<file path="src/hdl/svnn_pkg.sv">
// svnn_pkg: shared types and constants for the sorted-value nearest neighbor core.
// No dependencies.
package svnn_pkg;
   localparam int unsigned VALUE_W = 16;
   localparam int unsigned INDEX_W = 6;
   localparam int unsigned STORE_DEPTH = 64;

   typedef struct packed {
      logic [VALUE_W-1:0] sample_value;
      logic               last_sample;
   } req_type;

   typedef struct packed {
      logic [INDEX_W-1:0] element_index;
      logic [INDEX_W-1:0] neighbor_first;
      logic [INDEX_W-1:0] neighbor_second;
      logic [INDEX_W-1:0] neighbor_third;
      logic               end_of_row;
   } rsp_type;

   typedef struct packed {
      logic [VALUE_W-1:0] ent_value;
      logic [INDEX_W-1:0] ent_index;
   } entry_type;
endpackage

</file>
<file path="src/hdl/svnn_sorter.sv">
// svnn_sorter: sorted store of (value, index) entries in one synchronous memory.
// Depends on svnn_pkg. Insertion walks down from the fill point one entry per cycle;
// two registered read ports serve the neighbor sweep.
module svnn_sorter (
   input  logic                                clock,
   input  logic                                reset,
   input  logic                                insert,
   input  logic [svnn_pkg::VALUE_W-1:0]        ins_value,
   input  logic [svnn_pkg::INDEX_W-1:0]        ins_index,
   output logic                                busy,
   input  logic [svnn_pkg::INDEX_W-1:0]        rd_addr_a,
   input  logic [svnn_pkg::INDEX_W-1:0]        rd_addr_b,
   output svnn_pkg::entry_type                 rd_data_a,
   output svnn_pkg::entry_type                 rd_data_b
);
   localparam int unsigned AW = svnn_pkg::INDEX_W;

   svnn_pkg::entry_type entry_mem [svnn_pkg::STORE_DEPTH];
   svnn_pkg::entry_type rd_a_ff, rd_b_ff, new_ff, new_in, wr_data;
   logic [AW-1:0] j_ff, j_in, wr_addr, addr_a;
   logic walk_ff, walk_in, wr_en;

   // j is the hole; each step compares the entry just below it
   always_comb begin
      j_in = j_ff;
      new_in = new_ff;
      walk_in = walk_ff;
      wr_en = 1'b0;
      wr_addr = j_ff;
      wr_data = new_ff;
      if (walk_ff) begin
         wr_en = 1'b1;
         if (j_ff != '0 && rd_a_ff.ent_value > new_ff.ent_value) begin
            wr_data = rd_a_ff;
            j_in = j_ff - 1'b1;
         end else begin
            walk_in = 1'b0;
         end
      end else if (insert) begin
         j_in = ins_index;
         new_in.ent_value = ins_value;
         new_in.ent_index = ins_index;
         walk_in = 1'b1;
      end
      addr_a = (insert || walk_ff) ? j_in - 1'b1 : rd_addr_a;
   end

   always_ff @(posedge clock) begin
      if (wr_en) begin
         entry_mem[wr_addr] <= wr_data;
      end
      rd_a_ff <= entry_mem[addr_a];
      rd_b_ff <= entry_mem[rd_addr_b];
   end

   always_ff @(posedge clock) begin
      j_ff <= j_in;
      new_ff <= new_in;
      if (reset) begin
         walk_ff <= 1'b0;
      end else begin
         walk_ff <= walk_in;
      end
   end

   assign busy = walk_ff;
   assign rd_data_a = rd_a_ff;
   assign rd_data_b = rd_b_ff;
endmodule

</file>
<file path="src/hdl/svnn_picker.sv">
// svnn_picker: one neighbor pick from left/right candidates of the sorted row.
// Depends on svnn_pkg. Pure combinational compare of distances.
module svnn_picker (
   input  logic                         has_l,
   input  logic                         has_r,
   input  logic [svnn_pkg::VALUE_W-1:0] center,
   input  logic [svnn_pkg::VALUE_W-1:0] l_value,
   input  logic [svnn_pkg::VALUE_W-1:0] r_value,
   output logic                         take_l,
   output logic                         take_r
);
   logic [svnn_pkg::VALUE_W-1:0] dl, dr;
   assign dl = center - l_value;
   assign dr = r_value - center;
   always_comb begin
      take_l = 1'b0;
      take_r = 1'b0;
      if (has_l && has_r) begin
         if (dl < dr) take_l = 1'b1;
         else take_r = 1'b1;
      end else if (has_l) begin
         take_l = 1'b1;
      end else if (has_r) begin
         take_r = 1'b1;
      end
   end
endmodule

</file>
<file path="src/hdl/sorted_value_nearest_neighbors_core.sv">
// sorted_value_nearest_neighbors_core: top level, load + sorted store + neighbor sweep.
// Depends on svnn_pkg, svnn_sorter, svnn_picker.
//
//  channel | dir | payload  | note
//  req     | in  | req_type | one sample per item
//  rsp     | out | rsp_type | one result per element after row closes
//
// A sample is accepted, then walks down the sorted store one entry per cycle past
// every larger entry already stored. After the row closes the sweep starts, and
// each result takes a center read, three picks and an output, which is held while
// rsp stalls. No item accepted while inserting or emitting. Synchronous
// active-high reset returns to an empty row.
module sorted_value_nearest_neighbors_core #(
   parameter int unsigned ROW_LENGTH_MAX = 64
) (
   input  logic              clock,
   input  logic              reset,
   input  logic              req_valid,
   output logic              req_ready,
   input  svnn_pkg::req_type req_data,
   output logic              rsp_valid,
   input  logic              rsp_ready,
   output svnn_pkg::rsp_type rsp_data
);
   localparam int unsigned IW = svnn_pkg::INDEX_W;
   localparam int unsigned CW = svnn_pkg::INDEX_W + 1;
   localparam logic signed [CW:0] STEP = 1;

   typedef enum logic [4:0] {
      ST_LOAD = 5'b00001, ST_SORT = 5'b00010, ST_CENTER = 5'b00100,
      ST_PICK = 5'b01000, ST_OUT = 5'b10000
   } state_type;

   state_type state_ff, state_in;
   logic [CW-1:0] cnt_ff, cnt_in, n_ff, n_in;
   logic [CW-1:0] pos_ff, pos_in;
   logic signed [CW:0] l_ff, l_in, r_ff, r_in;
   logic [1:0] k_ff, k_in;
   svnn_pkg::rsp_type res_ff, res_in;
   logic [svnn_pkg::VALUE_W-1:0] ctr_ff, ctr_in;

   svnn_pkg::entry_type rd_a, rd_b;
   logic accept, busy, has_l, has_r, take_l, take_r;
   logic [IW-1:0] addr_a, addr_b;
   logic [IW-1:0] pick;

   assign req_ready = (state_ff == ST_LOAD) && !busy;
   assign accept = req_valid && req_ready;

   svnn_sorter u_sort (
      .clock(clock), .reset(reset), .insert(accept),
      .ins_value(req_data.sample_value), .ins_index(IW'(cnt_ff)), .busy(busy),
      .rd_addr_a(addr_a), .rd_addr_b(addr_b), .rd_data_a(rd_a), .rd_data_b(rd_b)
   );

   assign has_l = !l_ff[CW];
   assign has_r = (r_ff < $signed({1'b0, n_ff}));

   svnn_picker u_pick (
      .has_l(has_l), .has_r(has_r), .center(ctr_ff),
      .l_value(rd_a.ent_value), .r_value(rd_b.ent_value), .take_l(take_l), .take_r(take_r)
   );

   always_comb begin
      pick = take_l ? rd_a.ent_index : (take_r ? rd_b.ent_index : res_ff.element_index);
   end

   always_comb begin
      state_in = state_ff;
      cnt_in = cnt_ff;
      n_in = n_ff;
      pos_in = pos_ff;
      l_in = l_ff;
      r_in = r_ff;
      k_in = k_ff;
      res_in = res_ff;
      ctr_in = ctr_ff;
      case (state_ff)
         ST_LOAD: begin
            if (accept) begin
               cnt_in = cnt_ff + 1'b1;
               if (req_data.last_sample || (cnt_ff + 1'b1 == CW'(ROW_LENGTH_MAX))) begin
                  n_in = cnt_ff + 1'b1;
                  cnt_in = '0;
                  pos_in = '0;
                  state_in = ST_SORT;
               end
            end
         end
         ST_SORT: begin
            if (!busy) state_in = ST_CENTER;
         end
         ST_CENTER: begin
            ctr_in = rd_a.ent_value;
            res_in.element_index = rd_a.ent_index;
            res_in.end_of_row = (pos_ff + 1'b1 == n_ff);
            l_in = $signed({1'b0, pos_ff}) - STEP;
            r_in = $signed({1'b0, pos_ff}) + STEP;
            k_in = '0;
            state_in = ST_PICK;
         end
         ST_PICK: begin
            if (take_l) l_in = l_ff - STEP;
            if (take_r) r_in = r_ff + STEP;
            case (k_ff)
               2'd0: res_in.neighbor_first = pick;
               2'd1: res_in.neighbor_second = pick;
               default: res_in.neighbor_third = pick;
            endcase
            k_in = k_ff + 1'b1;
            if (k_ff == 2'd2) state_in = ST_OUT;
         end
         ST_OUT: begin
            if (rsp_ready) begin
               pos_in = pos_ff + 1'b1;
               state_in = (pos_ff + 1'b1 == n_ff) ? ST_LOAD : ST_CENTER;
            end
         end
         default: state_in = ST_LOAD;
      endcase
      // reads issued here return data in the next state
      addr_a = (state_in == ST_CENTER) ? IW'(pos_in) : IW'(l_in);
      addr_b = IW'(r_in);
   end

   always_ff @(posedge clock) begin
      res_ff <= res_in;
      ctr_ff <= ctr_in;
      l_ff <= l_in;
      r_ff <= r_in;
      pos_ff <= pos_in;
      n_ff <= n_in;
      k_ff <= k_in;
      if (reset) begin
         state_ff <= ST_LOAD;
         cnt_ff <= '0;
      end else begin
         state_ff <= state_in;
         cnt_ff <= cnt_in;
      end
   end

   assign rsp_valid = (state_ff == ST_OUT);
   assign rsp_data = res_ff;
endmodule

</file>
<file path="config.mk">
export PLATFORM = sky130hd
export DESIGN_NAME = sorted_value_nearest_neighbors_core
export DESIGN_NICKNAME = d
export VERILOG_FILES = /design/src/hdl/svnn_pkg.sv /design/src/hdl/svnn_sorter.sv /design/src/hdl/svnn_picker.sv /design/src/hdl/sorted_value_nearest_neighbors_core.sv
export SDC_FILE = /design/constraint.sdc
export NUM_CORES = 2
export LEC_CHECK = 0
export ABC_AREA = 0
export BUFFER_PORTS_ARGS = -buffer_cell sky130_fd_sc_hd__buf_2
export CAP_MARGIN = 20
export CORE_ASPECT_RATIO = 0.8
export CORE_MARGIN = 3
export CORE_UTILIZATION = 45
export DETAILED_ROUTE_END_ITERATION = 6
export PLACE_DENSITY_LB_ADDON = 0.25
export SLEW_MARGIN = 20
export SYNTH_ARGS = -nofsm -noshare
export SYNTH_HDL_FRONTEND = slang
export SYNTH_SLANG_ARGS = --single-unit
</file>
<file path="constraint.sdc">
create_clock -name clock -period 7.1 [get_ports clock]
set_input_delay 1.775 -clock clock [delete_from_list [all_inputs] [get_ports clock]]
set_output_delay 1.775 -clock clock [all_outputs]
set_load 0.05 [all_outputs]
</file>
**Yosys cells after proc, flatten, opt, wreduce, memory -nomap -nowiden**

Memories as Yosys holds them, arrays and structs flattened. A register that Yosys moved wholly into a read port is not among the register bits.
Cells that the tools add are included.
W data, S select, Z words.

- Bits in writable memories: 1408
- ROM bits: 0
- Latch bits: 0
- Word-level logic and storage cells: 113
- Register bits after elaboration: 114
- Memories: 1
- Output and inout bits: 27
- Input bits: 21

- Divide/modulo/power cells: 0
- Magnitude comparators: 3
- Multiply operators: 0
- Bitwise gates (word level): 2
- Reduce and logical (&&, ||, !) cells: 22
- Shift-type cells: 0
- Equality and inequality tests: 15
- Muxes and demuxes: 39
- Add/subtract/negate cells: 11

Memories:

| name | words | bits a word | rd ports | clocked after memory_dff | write ports | line | source |
|---|---|---|---|---|---|---|---|
| u_sort.entry_mem | 64 | 22 | 2 | 2 | 1 | svnn_sorter.sv:18 | `svnn_pkg::entry_type entry_mem [svnn_pkg::STORE_DEPTH];` |

Operator list:

| operator | count |
|---|---|
| $mux W22 | 2 |
| $mux W6 | 7 |
| $pmux W8 S2 | 2 |
| $sub A16 B16 Y16 | 2 |
| $mux W7 | 4 |
| $mux W5 | 5 |
| $pmux W5 S5 | 1 |
| $gt A16 B16 Y1 | 1 |
| $lt A16 B16 Y1 | 1 |
| $mux W8 | 2 |
| $add A7 B1 Y7 const B | 2 |
| $pmux W7 S2 | 1 |
| $reduce_and A2 Y1 | 7 |
| $mux W1 | 13 |
| $sub A6 B1 Y6 const B | 2 |
| $eq A5 B3 Y1 const B | 2 |
| $add A7 B1 Y8 const B | 1 |
| $add A8 B2 Y8 const B | 1 |
| $lt A8 B8 Y1 | 1 |
| $sub A7 B1 Y8 const B | 1 |
| $sub A8 B2 Y8 const B | 1 |
| $eq A7 B7 Y1 | 1 |
| $eq A7 B7 Y1 const B | 1 |
| $ne A2 B1 Y1 const B | 3 |
| 20 further kinds | 28 |

**Logic depth before layout (Yosys ltp)**

- Depth in word-level cells: 9
- Mapped depth: 34
- Gate-level depth less buffers: 30

**Hierarchy**

From an unflattened synthesis, not the netlist that was laid out.

- Cells, all modules: 4223
- Area total of the unflattened synthesis: 75288.5 um^2

By module, submodules not included:

| module | cells an instance | area each (um^2) | times used |
|---|---|---|---|
| svnn_sorter | 3557 | 69092.5 | 1 |
| sorted_value_nearest_neighbors_core | 375 | 4146.5 | 1 |
| svnn_picker | 291 | 2049.5 | 1 |

**Least setup slack after synthesis**

Ideal clock, no wire load.

- Kind: reg-to-reg
- From: reg ctr_ff[0] (netlist bit)
- To: reg, netlist name u_sort.rd_data_a[10]
- Setup time: 127 ps
- Stages on the path, launching flop included: 31
- Arrival: 5834 ps
- Path slack: 1140 ps
- Path buffers: 3
- Cells stage by stage: edfxtp_1 ha_1 inv_1 fa_1 a21o_1 a21oi_1 o21ai_0 a21oi_1 o21ai_0 a21oi_1 o21bai_1 a21oi_1 o21ai_0 a21o_1 a21oi_1 xor2_1 ha_1 nand4_1 nor2_1 and2_1 nor4_4 o41ai_1 or3_1 buf_2 a21oi_2 buf_6 buf_2 mux4_2 a32o_1 nor4_1 o22ai_1

- Longest elaborated chain between the ends: 8
- Elaborated cells on any way between the ends: 9

Ends and longest elaborated chain:

| element | line | source |
|---|---|---|
| start, declared | sorted_value_nearest_neighbors_core.sv:40 | `logic [svnn_pkg::VALUE_W-1:0] ctr_ff, ctr_in;` |
| start signal, assigned | sorted_value_nearest_neighbors_core.sv:128 | `ctr_ff <= ctr_in;` |
| $sub A16 B16 Y16 (on tied branches) | svnn_picker.sv:13, svnn_picker.sv:14 |  |
| $lt A16 B16 Y1 * | svnn_picker.sv:19 | `if (dl < dr) take_l = 1'b1;` |
| $mux W1 * | svnn_picker.sv:19 |  |
| $mux W1 * | svnn_picker.sv:18 | `if (has_l && has_r) begin` |
| $mux W8 * | sorted_value_nearest_neighbors_core.sv:103 | `if (take_l) l_in = l_ff - STEP;` |
| $pmux W8 S2 * | sorted_value_nearest_neighbors_core.sv:78 | `case (state_ff)` |
| $mux W6 * | sorted_value_nearest_neighbors_core.sv:122 | `addr_a = (state_in == ST_CENTER) ? IW'(pos_in) : IW'(l_in);` |
| $mux W6 * | svnn_sorter.sv:45 | `addr_a = (insert \|\| walk_ff) ? j_in - 1'b1 : rd_addr_a;` |

Every way passes the cells marked *; elsewhere a longest branch is shown, timed or not. The select of a mux whose other input is x is not followed.
A chain may end at the register's enable or synchronous reset.

**Worst setup path in the final report**

- From: reg ctr_ff[1] (netlist bit)
- To: reg, netlist name u_sort.rd_data_a[7]

- Longest elaborated chain between the ends: 8
- Elaborated cells on any way between the ends: 9

Ends and longest elaborated chain:

| element | line |
|---|---|
| $sub A16 B16 Y16 (on tied branches) | svnn_picker.sv:13, svnn_picker.sv:14 |
| $lt A16 B16 Y1 * | svnn_picker.sv:19 |
| $mux W1 * | svnn_picker.sv:19 |
| $mux W1 * | svnn_picker.sv:18 |
| $mux W8 * | sorted_value_nearest_neighbors_core.sv:103 |
| $pmux W8 S2 * | sorted_value_nearest_neighbors_core.sv:78 |
| $mux W6 * | sorted_value_nearest_neighbors_core.sv:122 |
| $mux W6 * | svnn_sorter.sv:45 |

Marks and branches as above.

==> flow_summary.json <==
{
  "outcome": "completed",
  "routedWlPerCell_um": 31.6,
  "die_width_um": 473,
  "met2_usage_pct": 45.0,
  "syn-num-nets": 7059,
  "ys_ff_latch": 1566,
  "antenna_found_initial": 16,
  "grt_max_degree": 135,
  "cts_made_buffers": 167,
  "coreArea_mm2": 0.173,
  "drt_iter0_drc": 10804,
  "final_common_cell": "nand2_1",
  "cts_buffer_depth": 3,
  "drv_cap": 0,
  "ir_worst_vdd_v": 0.000261,
  "drcViolationCount": 0,
  "setup_tns_ps": 0,
  "grt_usage_pct": 33.3,
  "start_util_pct": 45.5,
  "via_count": 64344,
  "startpoint_type": "register",
  "use_met1_pct": 46.9,
  "synth_area_leaders": "edfxtp_1, nand2_1, mux2i_1",
  "grt_overflow": 0,
  "synth_top_cell_by_area": "edfxtp_1",
  "fin_crit_sh_pct": 98.2,
  "cp.required_ps": 7740,
  "via_per_inst": 6.56,
  "synth_edf_count": 1485,
  "power_density_mw_per_mm2": 364,
  "nFillCells": 14465,
  "clk_pin_slew_ps": 60,
  "synth_top_area_share_pct": 56.8,
  "crit_path_frequent_cell": "o21ai_1",
  "wl_mm": 310,
  "syn2layout_area_growth_pct": 19.0,
  "place_inst": 9436,
  "pin_count": 48,
  "totalPowerFinal_mw": 33.9,
  "grt_pass1_wl_mm": 432,
  "path_buf_inv": 4,
  "synth_ff_type": "edfxtp_1",
  "layout_common_cells": "nand2_1, edfxtp_1, buf_4, nand3_1, mux2i_1",
  "dp_hpwl_mm": 201,
  "cts_tree": "yes",
  "critPathMaxStageDelay_ps": 650,
  "cts.sinks": 1566,
  "placementRows": 136,
  "endpoint_kind": "register",
  "dieArea_mm2": 0.179,
  "tightest_slew_ps": 1230,
  "htree_levels": 4,
  "rsz0062_at_grt": "true",
  "crit_type": "reg -> reg",
  "routabilityCongestion": 1.00,
  "grt.busiest_layer": "met1",
  "ff_latch_area_mm2": 0.0462,
  "cp_top_family": "compound AO/OA/AOI/OAI gates",
  "worst_path_max_delay_cell": "mux4_2",
  "syn_area_mm2": 0.0785,
  "hold_violations": 0,
  "cts_root_buf": "clkbuf_16",
  "use_met3_pct": 14.1,
  "power_leakage_nw": 35.5,
  "clk_latency_ps": 850,
  "grt_pass1_vias": 58963,
  "multi_input_area_mm2": 0.0304,
  "setup_viol": 0,
  "async_flop_share_pct": 0,
  "synth_area_per_cell_um2": 11.3,
  "fin_nets": 7480,
  "ys_seq_area_share_pct": 58.9,
  "slew_headroom_pct": 17.9,
  "worstPathArrival_ps": 7610,
  "critPathMaxFanout": 14,
  "drt_pass1_iterations": 7,
  "synth_cell_types": 91,
  "fp.dieH_um": 379,
  "hold_class": "reg -> reg",
  "syn_inst": 6959,
  "instances_no_fill": 9803,
  "clock_skew_ps": 58.8,
  "yosysWarnings": 0,
  "layout-drive-gt1-share_pct": 20.2,
  "max_freq_mhz": 143,
  "antenna_left": 0,
  "fin_crit_ps": 6970,
  "finalMaxSlewViolations": 0,
  "placement.io_buffers": 47
}
## report_power, final
part / internal, mW / switching [mW]
sequential: 11.0 / 0.381
combinational: 4.73 / 8.72
clock: 5.26 / 3.87
total: 21.0 / 13.0
## stage by stage
| stage | area (µm²) | utilization [%] | worst slack [ps] | hold WS, ps |
|---|---|---|---|---|
| CTS | 92400 | 53.5 | -29.4 | 514 |
| global placement | 86400 | 50.1 | -724 | 479 |
| global route | 93300 | 54.1 | -65.5 | 543 |
| detailed placement | 86500 | 50.1 | -708 | 507 |
| finish | 93300 | 54.1 | 127 | 512 |
| floorplan | 78500 | - | 1140 | 406 |
## worst min-delay path, delay by kind of cell (launching register included)
kind,cells,cell delay [ps]
and+or+nand+nor,1,70
AOI/OAI and AO/OA,1,50
DFF,1,340
## cells in the mapped netlist, drive strengths merged (23+ instances only)
cell,number
inv,111
nand2,1730
a211o,25
o22ai,130
clkbuf,367
edfxtp,1485
nand3,584
a31oi,112
and3,336
buf,176
a21oi,45
mux4,65
dfxtp,81
ha,77
o32ai,23
mux2i,352
nor4,26
o21ai,155
nand4,60
a221oi,73
a311oi,182
a211oi,55
xnor2,33
nor3,24
o21bai,23
nor2,156
mux2,219
## flip-flops by register name, summed over array words and instances (netlist names)
name	cells
u_sort.new_ff	22
ctr_ff	16
u_sort.busy	1
k_ff	2
state_ff	5
pos_ff	7
u_sort.entry_mem	1408
cnt_ff	7
u_sort.rd_data_a	22
u_sort.rd_data_b	22
u_sort.j_ff	6
n_ff	7
rsp_data	25
l_ff	8
r_ff	8
## area by class of cell
| type | count | area share, % |
|---|---|---|
| multi-input cells | 4738 | 32.6 |
| repair inverters | 1 | 0.00938 |
| diodes | 7 | 0.0188 |
| inverters | 112 | 0.480 |
| clock inverters | 103 | 1.28 |
| flip-flops and latches | 1566 | 49.5 |
| well taps | 2277 | 3.05 |
| repair buffers | 794 | 8.31 |
| clock buffers | 205 | 4.77 |
## per-layer routing
| metal | up-vias | wire, µm |
|---|---|---|
| met4 | 14 | 14200 |
| li1 | 27024 | - |
| met3 | 657 | 52900 |
| met2 | 5009 | 123000 |
| met5 | - | 96 |
| met1 | 31640 | 120000 |
## path summary, 6_finish.rpt
kind              from  slack, ps  cells after the start                   to
max          ctr_ff[1]        130                     29  u_sort.rd_data_a[7]
min          cnt_ff[6]        510                      2            cnt_ff[6]
max reg2reg  ctr_ff[1]        130                     29  u_sort.rd_data_a[7]
min reg2reg  cnt_ff[6]        510                      2            cnt_ff[6]
## what timing repair did
item / CTS / global route
setup buffers: 3 / 38
endpoints found under the setup margin: 28 / 44
pin swaps: 4 / 22
gates resized for setup: 45 / 84
hold buffers: 0 / 0
cloned: 1 / 8
## kinds of logic after synthesis
kind of cell	count (synthesis)	share of synthesized area, %
AND/OR/NAND/NOR	2980	16.9
buffers and inverters	655	3.51
multiplexers	636	9.50
flip-flops	1566	58.9
AO/OA/AOI/OAI	989	9.27
XOR/XNOR	54	0.673
adder cells (fa/ha/maj)	79	1.28
(Power assumes the default switching activity.)
